**src/rtl/core/mid_pkg.sv**
```systemverilog
// ----------------------------------------------------------------------------
// mid_pkg
// Shared types, opcode patterns and decode helpers for the MOV stream decoder.
// ----------------------------------------------------------------------------
package mid_pkg;

  localparam int QUEUE_DEPTH = 2;
  localparam int DATA_W      = 56;

  localparam logic [7:0] MASK_RM_REG    = 8'hFC;
  localparam logic [7:0] MASK_W_FORM    = 8'hFE;
  localparam logic [7:0] MASK_IMM_REG   = 8'hF0;
  localparam logic [7:0] OPC_RM_REG     = 8'h88;
  localparam logic [7:0] OPC_IMM_TO_RM  = 8'hC6;
  localparam logic [7:0] OPC_IMM_TO_REG = 8'hB0;
  localparam logic [7:0] OPC_MEM_TO_ACC = 8'hA0;
  localparam logic [7:0] OPC_ACC_TO_MEM = 8'hA2;

  localparam logic [1:0] MOD_NO_DISP = 2'b00;
  localparam logic [1:0] MOD_DISP8   = 2'b01;
  localparam logic [1:0] MOD_DISP16  = 2'b10;
  localparam logic [2:0] RM_DIRECT   = 3'b110;

  typedef enum logic [2:0] {
    FORM_RM_REG     = 3'd0,
    FORM_IMM_TO_RM  = 3'd1,
    FORM_IMM_TO_REG = 3'd2,
    FORM_MEM_TO_ACC = 3'd3,
    FORM_ACC_TO_MEM = 3'd4,
    FORM_INVALID    = 3'd7
  } form_t;

  // raw record as assembled by the front end
  typedef struct packed {
    logic        err;
    form_t       form;
    logic [7:0]  opcode;
    logic [7:0]  modrm;
    logic [15:0] disp;
    logic [15:0] imm;
    logic [2:0]  length;
  } rec_t;

  typedef struct packed {
    logic valid;
    rec_t rec;
  } rec_slot_t;

  // output tdata layout, form in the lowest bits
  typedef struct packed {
    logic [7:0]  opcode_byte;
    logic [2:0]  length;
    logic [15:0] immediate;
    logic [15:0] displacement;
    logic [2:0]  rm_code;
    logic [1:0]  mode_code;
    logic [2:0]  reg_code;
    logic        wide;
    logic        to_register;
    logic [2:0]  form;
  } out_t;

  function automatic form_t classify(input logic [7:0] b);
    form_t f;
    if ((b & MASK_RM_REG) == OPC_RM_REG) f = FORM_RM_REG;
    else if ((b & MASK_W_FORM) == OPC_IMM_TO_RM) f = FORM_IMM_TO_RM;
    else if ((b & MASK_IMM_REG) == OPC_IMM_TO_REG) f = FORM_IMM_TO_REG;
    else if ((b & MASK_W_FORM) == OPC_MEM_TO_ACC) f = FORM_MEM_TO_ACC;
    else if ((b & MASK_W_FORM) == OPC_ACC_TO_MEM) f = FORM_ACC_TO_MEM;
    else f = FORM_INVALID;
    return f;
  endfunction

  function automatic logic wide_bit(input form_t f, input logic [7:0] op);
    return (f == FORM_IMM_TO_REG) ? op[3] : op[0];
  endfunction

  function automatic logic [1:0] disp_bytes(input logic [7:0] modrm);
    logic [1:0] n;
    case (modrm[7:6])
      MOD_DISP8:   n = 2'd1;
      MOD_DISP16:  n = 2'd2;
      MOD_NO_DISP: n = (modrm[2:0] == RM_DIRECT) ? 2'd2 : 2'd0;
      default:     n = 2'd0;
    endcase
    return n;
  endfunction

  // low byte goes in sign-extended, high byte replaces the upper half
  function automatic logic [15:0] place_byte(input logic [15:0] acc, input logic hi,
                                             input logic [7:0] b);
    return hi ? {b, acc[7:0]} : {{8{b[7]}}, b};
  endfunction

endpackage

```
**src/rtl/core/mid_front.sv**
```systemverilog
// ----------------------------------------------------------------------------
// mid_front
// Byte intake: classifies opcodes, tracks position and assembles records.
// ----------------------------------------------------------------------------
module mid_front (
  input  logic               clk,
  input  logic               rst,
  input  logic               s_tvalid,
  output logic               s_tready,
  input  logic [7:0]         s_tdata,   // code_byte
  input  logic               q_ready,
  output mid_pkg::rec_slot_t push
);
  import mid_pkg::*;

  logic [2:0]  pos, pos_next, pos_inc, off;
  logic [2:0]  exp_len, len_next;
  form_t       form_q, form_next, byte_form;
  logic [7:0]  opcode, opcode_next;
  logic [7:0]  modrm, modrm_next;
  logic [15:0] disp, disp_next;
  logic [15:0] imm, imm_next;
  logic        w, bw, done, accept;
  logic [1:0]  db;
  rec_t        rec;

  assign s_tready = q_ready;
  assign accept   = s_tvalid && s_tready;

  always_comb begin
    byte_form   = classify(s_tdata);
    bw          = wide_bit(byte_form, s_tdata);
    w           = wide_bit(form_q, opcode);
    db          = disp_bytes(modrm);
    off         = pos - 3'd2;
    pos_inc     = pos + 3'd1;
    pos_next    = pos;
    len_next    = exp_len;
    form_next   = form_q;
    opcode_next = opcode;
    modrm_next  = modrm;
    disp_next   = disp;
    imm_next    = imm;
    done        = 1'b0;
    rec         = '0;
    if (pos == 3'd0) begin
      if (byte_form == FORM_INVALID) begin
        done       = 1'b1;
        rec.err    = 1'b1;
        rec.form   = FORM_INVALID;
        rec.opcode = s_tdata;
        rec.length = 3'd1;
      end else begin
        form_next   = byte_form;
        opcode_next = s_tdata;
        modrm_next  = '0;
        disp_next   = '0;
        imm_next    = '0;
        pos_next    = 3'd1;
        case (byte_form)
          FORM_IMM_TO_REG: len_next = 3'd2 + {2'b00, bw};
          FORM_MEM_TO_ACC,
          FORM_ACC_TO_MEM: len_next = 3'd3;
          default:         len_next = 3'd0;
        endcase
      end
    end else begin
      case (form_q)
        FORM_RM_REG, FORM_IMM_TO_RM: begin
          if (pos == 3'd1) begin
            modrm_next = s_tdata;
            len_next   = 3'd2 + {1'b0, disp_bytes(s_tdata)}
                       + ((form_q == FORM_IMM_TO_RM) ? (3'd1 + {2'b00, w}) : 3'd0);
          end else if (off < {1'b0, db}) begin
            disp_next = place_byte(disp, off[0], s_tdata);
          end else begin
            imm_next = place_byte(imm, off[0] ^ db[0], s_tdata);
          end
        end
        FORM_IMM_TO_REG: imm_next = place_byte(imm, ~pos[0], s_tdata);
        default:         disp_next = place_byte(disp, ~pos[0], s_tdata);
      endcase
      if (pos_inc >= len_next) begin
        done       = 1'b1;
        pos_next   = 3'd0;
        rec.form   = form_q;
        rec.opcode = opcode;
        rec.modrm  = modrm_next;
        rec.disp   = disp_next;
        rec.imm    = imm_next;
        rec.length = len_next;
      end else begin
        pos_next = pos_inc;
      end
    end
  end

  assign push.valid = accept && done;
  assign push.rec   = rec;

  always_ff @(posedge clk) begin
    if (rst) begin
      pos     <= 3'd0;
      exp_len <= 3'd0;
    end else if (accept) begin
      pos     <= pos_next;
      exp_len <= len_next;
    end
  end

  always_ff @(posedge clk) begin
    if (accept) begin
      form_q <= form_next;
      opcode <= opcode_next;
      modrm  <= modrm_next;
      disp   <= disp_next;
      imm    <= imm_next;
    end
  end

endmodule

```
**src/rtl/core/mid_queue.sv**
```systemverilog
// ----------------------------------------------------------------------------
// mid_queue
// Small record FIFO between the front end and the output stage.
// ----------------------------------------------------------------------------
module mid_queue #(
  parameter int Depth = mid_pkg::QUEUE_DEPTH
) (
  input  logic               clk,
  input  logic               rst,
  input  mid_pkg::rec_slot_t push,
  output logic               ready,
  output mid_pkg::rec_slot_t head,
  input  logic               pop
);
  import mid_pkg::*;

  localparam int PtrW = (Depth > 1) ? $clog2(Depth) : 1;
  localparam int CntW = $clog2(Depth + 1);

  rec_t            mem [Depth];
  logic [PtrW-1:0] wr, rd;
  logic [CntW-1:0] count, count_next;
  logic            do_push, do_pop;

  assign do_push = push.valid;
  assign do_pop  = pop && (count != '0);
  assign ready   = count != CntW'(Depth);

  assign head.valid = count != '0;
  assign head.rec   = mem[rd];

  always_comb begin
    case ({do_push, do_pop})
      2'b10:   count_next = count + 1'b1;
      2'b01:   count_next = count - 1'b1;
      default: count_next = count;
    endcase
  end

  always_ff @(posedge clk) begin
    if (rst) begin
      wr    <= '0;
      rd    <= '0;
      count <= '0;
    end else begin
      count <= count_next;
      if (do_push) wr <= (wr == PtrW'(Depth - 1)) ? '0 : wr + 1'b1;
      if (do_pop)  rd <= (rd == PtrW'(Depth - 1)) ? '0 : rd + 1'b1;
    end
  end

  always_ff @(posedge clk) begin
    if (do_push) mem[wr] <= push.rec;
  end

endmodule

```
**src/rtl/core/mid_back.sv**
```systemverilog
// ----------------------------------------------------------------------------
// mid_back
// Output stage: formats queued records into the result fields and registers
// them toward the master side.
// ----------------------------------------------------------------------------
module mid_back (
  input  logic                       clk,
  input  logic                       rst,
  input  mid_pkg::rec_slot_t         head,
  output logic                       pop,
  output logic                       m_tvalid,
  input  logic                       m_tready,
  // form, to_register, wide, reg_code, mode_code, rm_code, displacement,
  // immediate, length, opcode_byte
  output logic [mid_pkg::DATA_W-1:0] m_tdata,
  output logic                       m_tuser    // status
);
  import mid_pkg::*;

  rec_t r;
  out_t o;
  logic has_modrm;

  assign r         = head.rec;
  assign pop       = head.valid && (!m_tvalid || m_tready);
  assign has_modrm = (r.form == FORM_RM_REG) || (r.form == FORM_IMM_TO_RM);

  always_comb begin
    o             = '0;
    o.opcode_byte = r.opcode;
    o.length      = r.length;
    if (!r.err) begin
      o.form         = r.form;
      o.wide         = wide_bit(r.form, r.opcode);
      o.to_register  = (r.form == FORM_RM_REG) ? r.opcode[1]
                     : ((r.form == FORM_IMM_TO_REG) || (r.form == FORM_MEM_TO_ACC));
      o.reg_code     = (r.form == FORM_RM_REG) ? r.modrm[5:3]
                     : (r.form == FORM_IMM_TO_REG) ? r.opcode[2:0] : 3'd0;
      o.mode_code    = has_modrm ? r.modrm[7:6] : 2'd0;
      o.rm_code      = has_modrm ? r.modrm[2:0] : 3'd0;
      o.displacement = r.disp;
      o.immediate    = r.imm;
    end
  end

  always_ff @(posedge clk) begin
    if (rst) begin
      m_tvalid <= 1'b0;
    end else if (!m_tvalid || m_tready) begin
      m_tvalid <= head.valid;
    end
  end

  always_ff @(posedge clk) begin
    if (pop) begin
      m_tdata <= o;
      m_tuser <= r.err;
    end
  end

endmodule

```
**src/rtl/core/mov_instruction_stream_decoder.sv**
```systemverilog
// ----------------------------------------------------------------------------
// mov_instruction_stream_decoder
// Byte-serial decoder for the five 8086 MOV forms.
//
// The slave side takes one code byte per item (s_tdata). The master side
// gives one record per instruction after its last byte: m_tuser is the
// status (1 for an unrecognized opcode byte, reported as a one-byte record),
// m_tdata carries the decoded fields and the instruction length.
// Throughput is one byte per clock, sustained while s_tready is high. A
// record is written into the record queue when its last byte is taken, then
// moves into the output register that drives m_tvalid and m_tdata; it is
// taken while m_tready is high.
// Reset clears the byte position (next byte is an opcode), empties the
// queue and drops m_tvalid.
// When the receiver stalls, finished records collect in the queue and the
// output register; s_tready falls only once the queue is full, and bytes
// that finish no instruction are still only taken while the queue has room.
// ----------------------------------------------------------------------------
module mov_instruction_stream_decoder #(
  parameter int QueueDepth = mid_pkg::QUEUE_DEPTH
) (
  input  logic                       clk,
  input  logic                       rst,
  input  logic                       s_tvalid,
  output logic                       s_tready,
  input  logic [7:0]                 s_tdata,   // code_byte
  output logic                       m_tvalid,
  input  logic                       m_tready,
  // form, to_register, wide, reg_code, mode_code, rm_code, displacement,
  // immediate, length, opcode_byte
  output logic [mid_pkg::DATA_W-1:0] m_tdata,
  output logic                       m_tuser    // status
);
  import mid_pkg::*;

  rec_slot_t push, head;
  logic      q_ready, pop;
  out_t      mo;

  mid_front u_front (
    .clk      (clk),
    .rst      (rst),
    .s_tvalid (s_tvalid),
    .s_tready (s_tready),
    .s_tdata  (s_tdata),
    .q_ready  (q_ready),
    .push     (push)
  );

  mid_queue #(
    .Depth (QueueDepth)
  ) u_queue (
    .clk   (clk),
    .rst   (rst),
    .push  (push),
    .ready (q_ready),
    .head  (head),
    .pop   (pop)
  );

  mid_back u_back (
    .clk      (clk),
    .rst      (rst),
    .head     (head),
    .pop      (pop),
    .m_tvalid (m_tvalid),
    .m_tready (m_tready),
    .m_tdata  (m_tdata),
    .m_tuser  (m_tuser)
  );

  assign mo = out_t'(m_tdata);

  a_no_overflow: assert property (@(posedge clk) disable iff (rst)
    push.valid |-> q_ready)
    else $error("record pushed into full queue");

  a_err_len: assert property (@(posedge clk) disable iff (rst)
    (m_tvalid && m_tuser) |-> (mo.length == 3'd1 && mo.form == FORM_RM_REG))
    else $error("error record malformed");

  a_dec_len: assert property (@(posedge clk) disable iff (rst)
    (m_tvalid && !m_tuser) |->
      (mo.length >= 3'd2 && mo.length <= 3'd6 && mo.form <= FORM_ACC_TO_MEM))
    else $error("decoded record length or form out of range");

endmodule
```
**config.mk**
```make
export PLATFORM = sky130hd
export DESIGN_NAME = mov_instruction_stream_decoder
export DESIGN_NICKNAME = d
export VERILOG_FILES = /design/src/rtl/core/mid_pkg.sv /design/src/rtl/core/mid_front.sv /design/src/rtl/core/mid_queue.sv /design/src/rtl/core/mid_back.sv /design/src/rtl/core/mov_instruction_stream_decoder.sv
export SDC_FILE = /design/constraint.sdc
export NUM_CORES = 1
export LEC_CHECK = 0
export ABC_CLOCK_PERIOD_IN_PS = 7900
export BUFFER_PORTS_ARGS = -buffer_cell sky130_fd_sc_hd__buf_2
export CAP_MARGIN = 20
export CORE_MARGIN = 10
export CORE_UTILIZATION = 45
export DETAILED_ROUTE_END_ITERATION = 8
export GPL_TIMING_DRIVEN = 0
export HOLD_SLACK_MARGIN = 0.08
export PLACE_DENSITY_LB_ADDON = 0.25
export SLEW_MARGIN = 20
export SYNTH_ARGS = -nofsm -noshare
export SYNTH_HDL_FRONTEND = slang
export SYNTH_HIERARCHICAL = 1
export SYNTH_SLANG_ARGS = --single-unit
```
**constraint.sdc**
```tcl
create_clock -name clk -period 7.9 [get_ports clk]
set_input_delay 1.58 -clock clk [delete_from_list [all_inputs] [get_ports clk]]
set_output_delay 1.58 -clock clk [all_outputs]
set_load 0.05 [all_outputs]
```
==> results.py <==
metrics = {
    "synthesis": {
        "yosys_most_used_dff": "sky130_fd_sc_hd__edfxtp_1",
        "synth_fp_nets": 775,
        "distinct_cell_type_count_of_the_synthesized_netlist": 63,
        "synth_adder_area_share": 0.0147,
        "synthSimpleGateAreaFrac": 0.112,
        "synth.area.mux_share": 0.0810,
        "synth_edf_count": 218,
        "syn_avg_cell_area_sq_um": 13.6,
        "ys_ff_latch": 230,
        "yosys_warnings": 6,
        "postSynthCellCount": 751,
        "synth-seq-area-share": 0.665,
        "post_synth_instance_area_sq_um": 10200,
        "synthXorXnorAreaFrac": 0.00515,
        "main_combinational_cell_family_by_area_after_synthesis": "simple AND/OR/NAND/NOR gates",
        "postSynth.asyncResetShare": 0,
        "synth_compound_gate_area_share": 0.0959,
    },
    "hold_path": {
        "timing.hold.worst.class": "reg -> reg",
    },
    "pwr": {
        "pwr_dens_nw_per_um2": 359,
        "power.internal_mw": 2.75,
        "total_power_mw": 4.26,
        "p_leak_nw": 4.28,
        "switching_share": 0.356,
        "power.share.sequential": 0.412,
        "ir_worst_vdd_v": 0.000275,
        "power.switching_mw": 1.52,
        "power.clock.fraction": 0.274,
        "combPwrFrac": 0.314,
    },
    "placement": {
        "place_worst_setup_slack_ps": 1540,
        "gp_routability_congestion": 0.930,
        "hpwlAfterDp_um": 15100,
        "place.port_buffers": 70,
        "placed_instance_area_sq_um": 11100,
    },
    "sta": {
        "period_needed_ps": 5940,
        "final_max_slew_viol_count": 0,
        "period_share": 0.752,
        "timing_hold_violations_final": 0,
        "grt_setup_unrepaired": "false",
        "setup_viol": 0,
        "clock_skew_ps": 12.4,
        "totalNegativeSetupSlack_ps": 0,
        "layout_setup_ws_ps": 1960,
        "max_slew.worst_pin.slew_ps": 903,
        "timing.max_slew.rel_slack": 0.396,
        "fmax_ghz": 0.168,
    },
    "setup_path": {
        "worst_setup_end_kind": "flip-flop",
        "reg2reg_slack_ps": 2190,
        "startpoint_type_of_the_worst_setup_path": "primary input",
        "worstSetupPathType": "in -> reg",
        "maximum_fanout_along_the_worst_path": 24,
        "critical_path_required_ps": 8110,
        "data_arrival_time_of_the_critical_path_ps": 6150,
    },
    "routing": {
        "route.detailed.drc": 0,
        "postRouteWirelength_um": 21900,
        "first_pass_iters": 6,
        "detail_route.vias_per_cell": 5.47,
        "detail_route.wl_per_cell_um": 19.0,
        "final_antenna_net_count": 0,
        "drt_iter0_drc": 486,
        "routed-via-count": 6322,
    },
    "floorplan": {
        "die_h_um": 171,
        "design.portCount": 71,
        "core.rowCount": 55,
        "floorplan.initialDensity": 0.453,
        "die_w_um": 171,
        "floorplan.die_area_sq_um": 29100,
        "core_sq_um": 22500,
    },
    "layout": {
        "final_nets": 878,
        "finalCoreUtilization": 0.528,
        "area_growth_pct": 16.4,
        "drive_gt1_frac": 0.187,
        "num_antenna_cells": 0,
        "stdcell_area_sq_um": 11900,
        "most-common-layout-cells": "sky130_fd_sc_hd__edfxtp_1, sky130_fd_sc_hd__buf_2, sky130_fd_sc_hd__nor2_1, sky130_fd_sc_hd__nand2_1, sky130_fd_sc_hd__mux2_1",
        "final_common_cell": "sky130_fd_sc_hd__edfxtp_1",
    },
    "global_route": {
        "global_route.usage.total": 0.150,
        "wire_length_of_the_first_global_routing_pass_um": 34800,
        "globalRouteOverflowTotal": 0,
        "grt_pass1_vias": 6265,
        "grt_start_max_net_pins": 35,
        "grt_antenna_before_repair": 0,
    },
    "clock_tree": {
        "cts_repair_resize_count": 0,
        "clock_buffer_count_from_cts": 25,
        "clk_transition_reported_paths_ps": 60,
        "clock_tree.root_cell": "sky130_fd_sc_hd__clkbuf_16",
        "cts_tree": "built",
        "clock_sink_count": 230,
        "cts_hold_buf": 0,
        "cts_max_path_buffers": 3,
        "insertion_delay_ps": 510,
        "clock_tree.htree_level_count": 1,
        "cts_setup_buffers": 0,
    },
    "run_status": {
        "outcome": "complete, no violations",
    },
    "job": {
        "timing.max_cap.violations": 0,
    },
}
[power by group through the flow]
stage               clock (mW)  sequential (mW)  combinational, mW
floorplan                    0             2.33              0.451
global placement             0             1.81               1.31
detailed placement           0             1.78               1.36
CTS                       1.20             1.76               1.37
global route              1.24             1.78               1.43
finish                    1.17             1.76               1.34
[cell families (layout without fill, tap and decap cells)]
logic type / count (synthesis) / count (layout)
flops: 230 / 230
simple gates: 229 / 229
compound gates: 144 / 144
mux: 72 / 72
buf+inv: 58 / 178
fa+ha+maj: 12 / 12
xor+xnor: 6 / 6
[area by class of cell]
cell class | count | area (sq um)
buffer | 44 | 211
clock buffer | 31 | 648
clock inverter | 13 | 173
fill | 1888 | 10600
inverter | 14 | 52.6
multi-input combinational | 463 | 3180
sequential | 230 | 6790
tap | 285 | 357
timing repair buffer | 76 | 473
[worst paths after layout]
check | startpoint | end | cells after the start
max | s_tdata[7] | u_queue/mem[0][28] | 19
min | u_front/exp_len[0] | u_front/exp_len[0] | 2
max reg2reg | u_front/form_q[2] | u_queue/mem[0][28] | 19
min reg2reg | u_front/exp_len[0] | u_front/exp_len[0] | 2
[cells in the mapped netlist (13+ instances only)]
master	n	share of area
sky130_fd_sc_hd__edfxtp_1	218	0.64
sky130_fd_sc_hd__nand2_1	55	0.020
sky130_fd_sc_hd__nor2b_1	40	0.025
sky130_fd_sc_hd__o21ai_0	36	0.018
sky130_fd_sc_hd__and2_1	15	0.0092
sky130_fd_sc_hd__buf_2	16	0.0078
sky130_fd_sc_hd__a21oi_1	41	0.020
sky130_fd_sc_hd__clkbuf_1	24	0.0088
sky130_fd_sc_hd__nand3_1	16	0.0078
sky130_fd_sc_hd__inv_1	13	0.0048
sky130_fd_sc_hd__mux2_1	55	0.061
sky130_fd_sc_hd__nor2_1	70	0.026
[through the flow]
stage | hold slack, ps | cells
after floorplan | 432 | 751
after global placement | 454 | 1106
after detailed placement | 458 | 1112
after CTS | 466 | 1156
after global routing | 494 | 1156
final | 474 | 1156
[registers in the layout, indices dropped and copies added, names as in the netlist, 3 cells and up, named ones only]
| register | cells |
|---|---|
| u_back/m_tdata | 56 |
| u_queue/mem | 110 |
| u_front/imm | 16 |
| u_front/pos | 3 |
| u_front/modrm | 8 |
| u_front/form_q | 3 |
| u_front/disp | 16 |
| u_front/exp_len | 3 |
| u_front/opcode | 8 |
[layer usage]
| metal | GRT usage | wire, um | vias up |
|---|---|---|---|
| met5 | 0 | 0 | - |
| met4 | 0.0458 | 446 | 0 |
| met3 | 0.0253 | 1320 | 40 |
| met2 | 0.242 | 10200 | 181 |
| met1 | 0.204 | 10000 | 3090 |
| li1 | - | - | 3011 |
[worst max-delay path: stages]
cell                       delay (ps)
sky130_fd_sc_hd__buf_2            190
sky130_fd_sc_hd__clkbuf_1         550
sky130_fd_sc_hd__o21ai_0          210
sky130_fd_sc_hd__ha_1             310
sky130_fd_sc_hd__inv_1             40
sky130_fd_sc_hd__ha_1             190
sky130_fd_sc_hd__xor2_1           190
sky130_fd_sc_hd__nor2_1            60
sky130_fd_sc_hd__a21oi_1          410
sky130_fd_sc_hd__ha_1             220
sky130_fd_sc_hd__nand2_1           70
sky130_fd_sc_hd__o21a_1           260
sky130_fd_sc_hd__nor2_1           290
sky130_fd_sc_hd__clkbuf_1         400
sky130_fd_sc_hd__nor2_1           170
sky130_fd_sc_hd__nor2_1           240
sky130_fd_sc_hd__inv_1            140
sky130_fd_sc_hd__nor2_4           380
sky130_fd_sc_hd__buf_12           250
No activity file was read; power rests on OpenSTA's default activity.
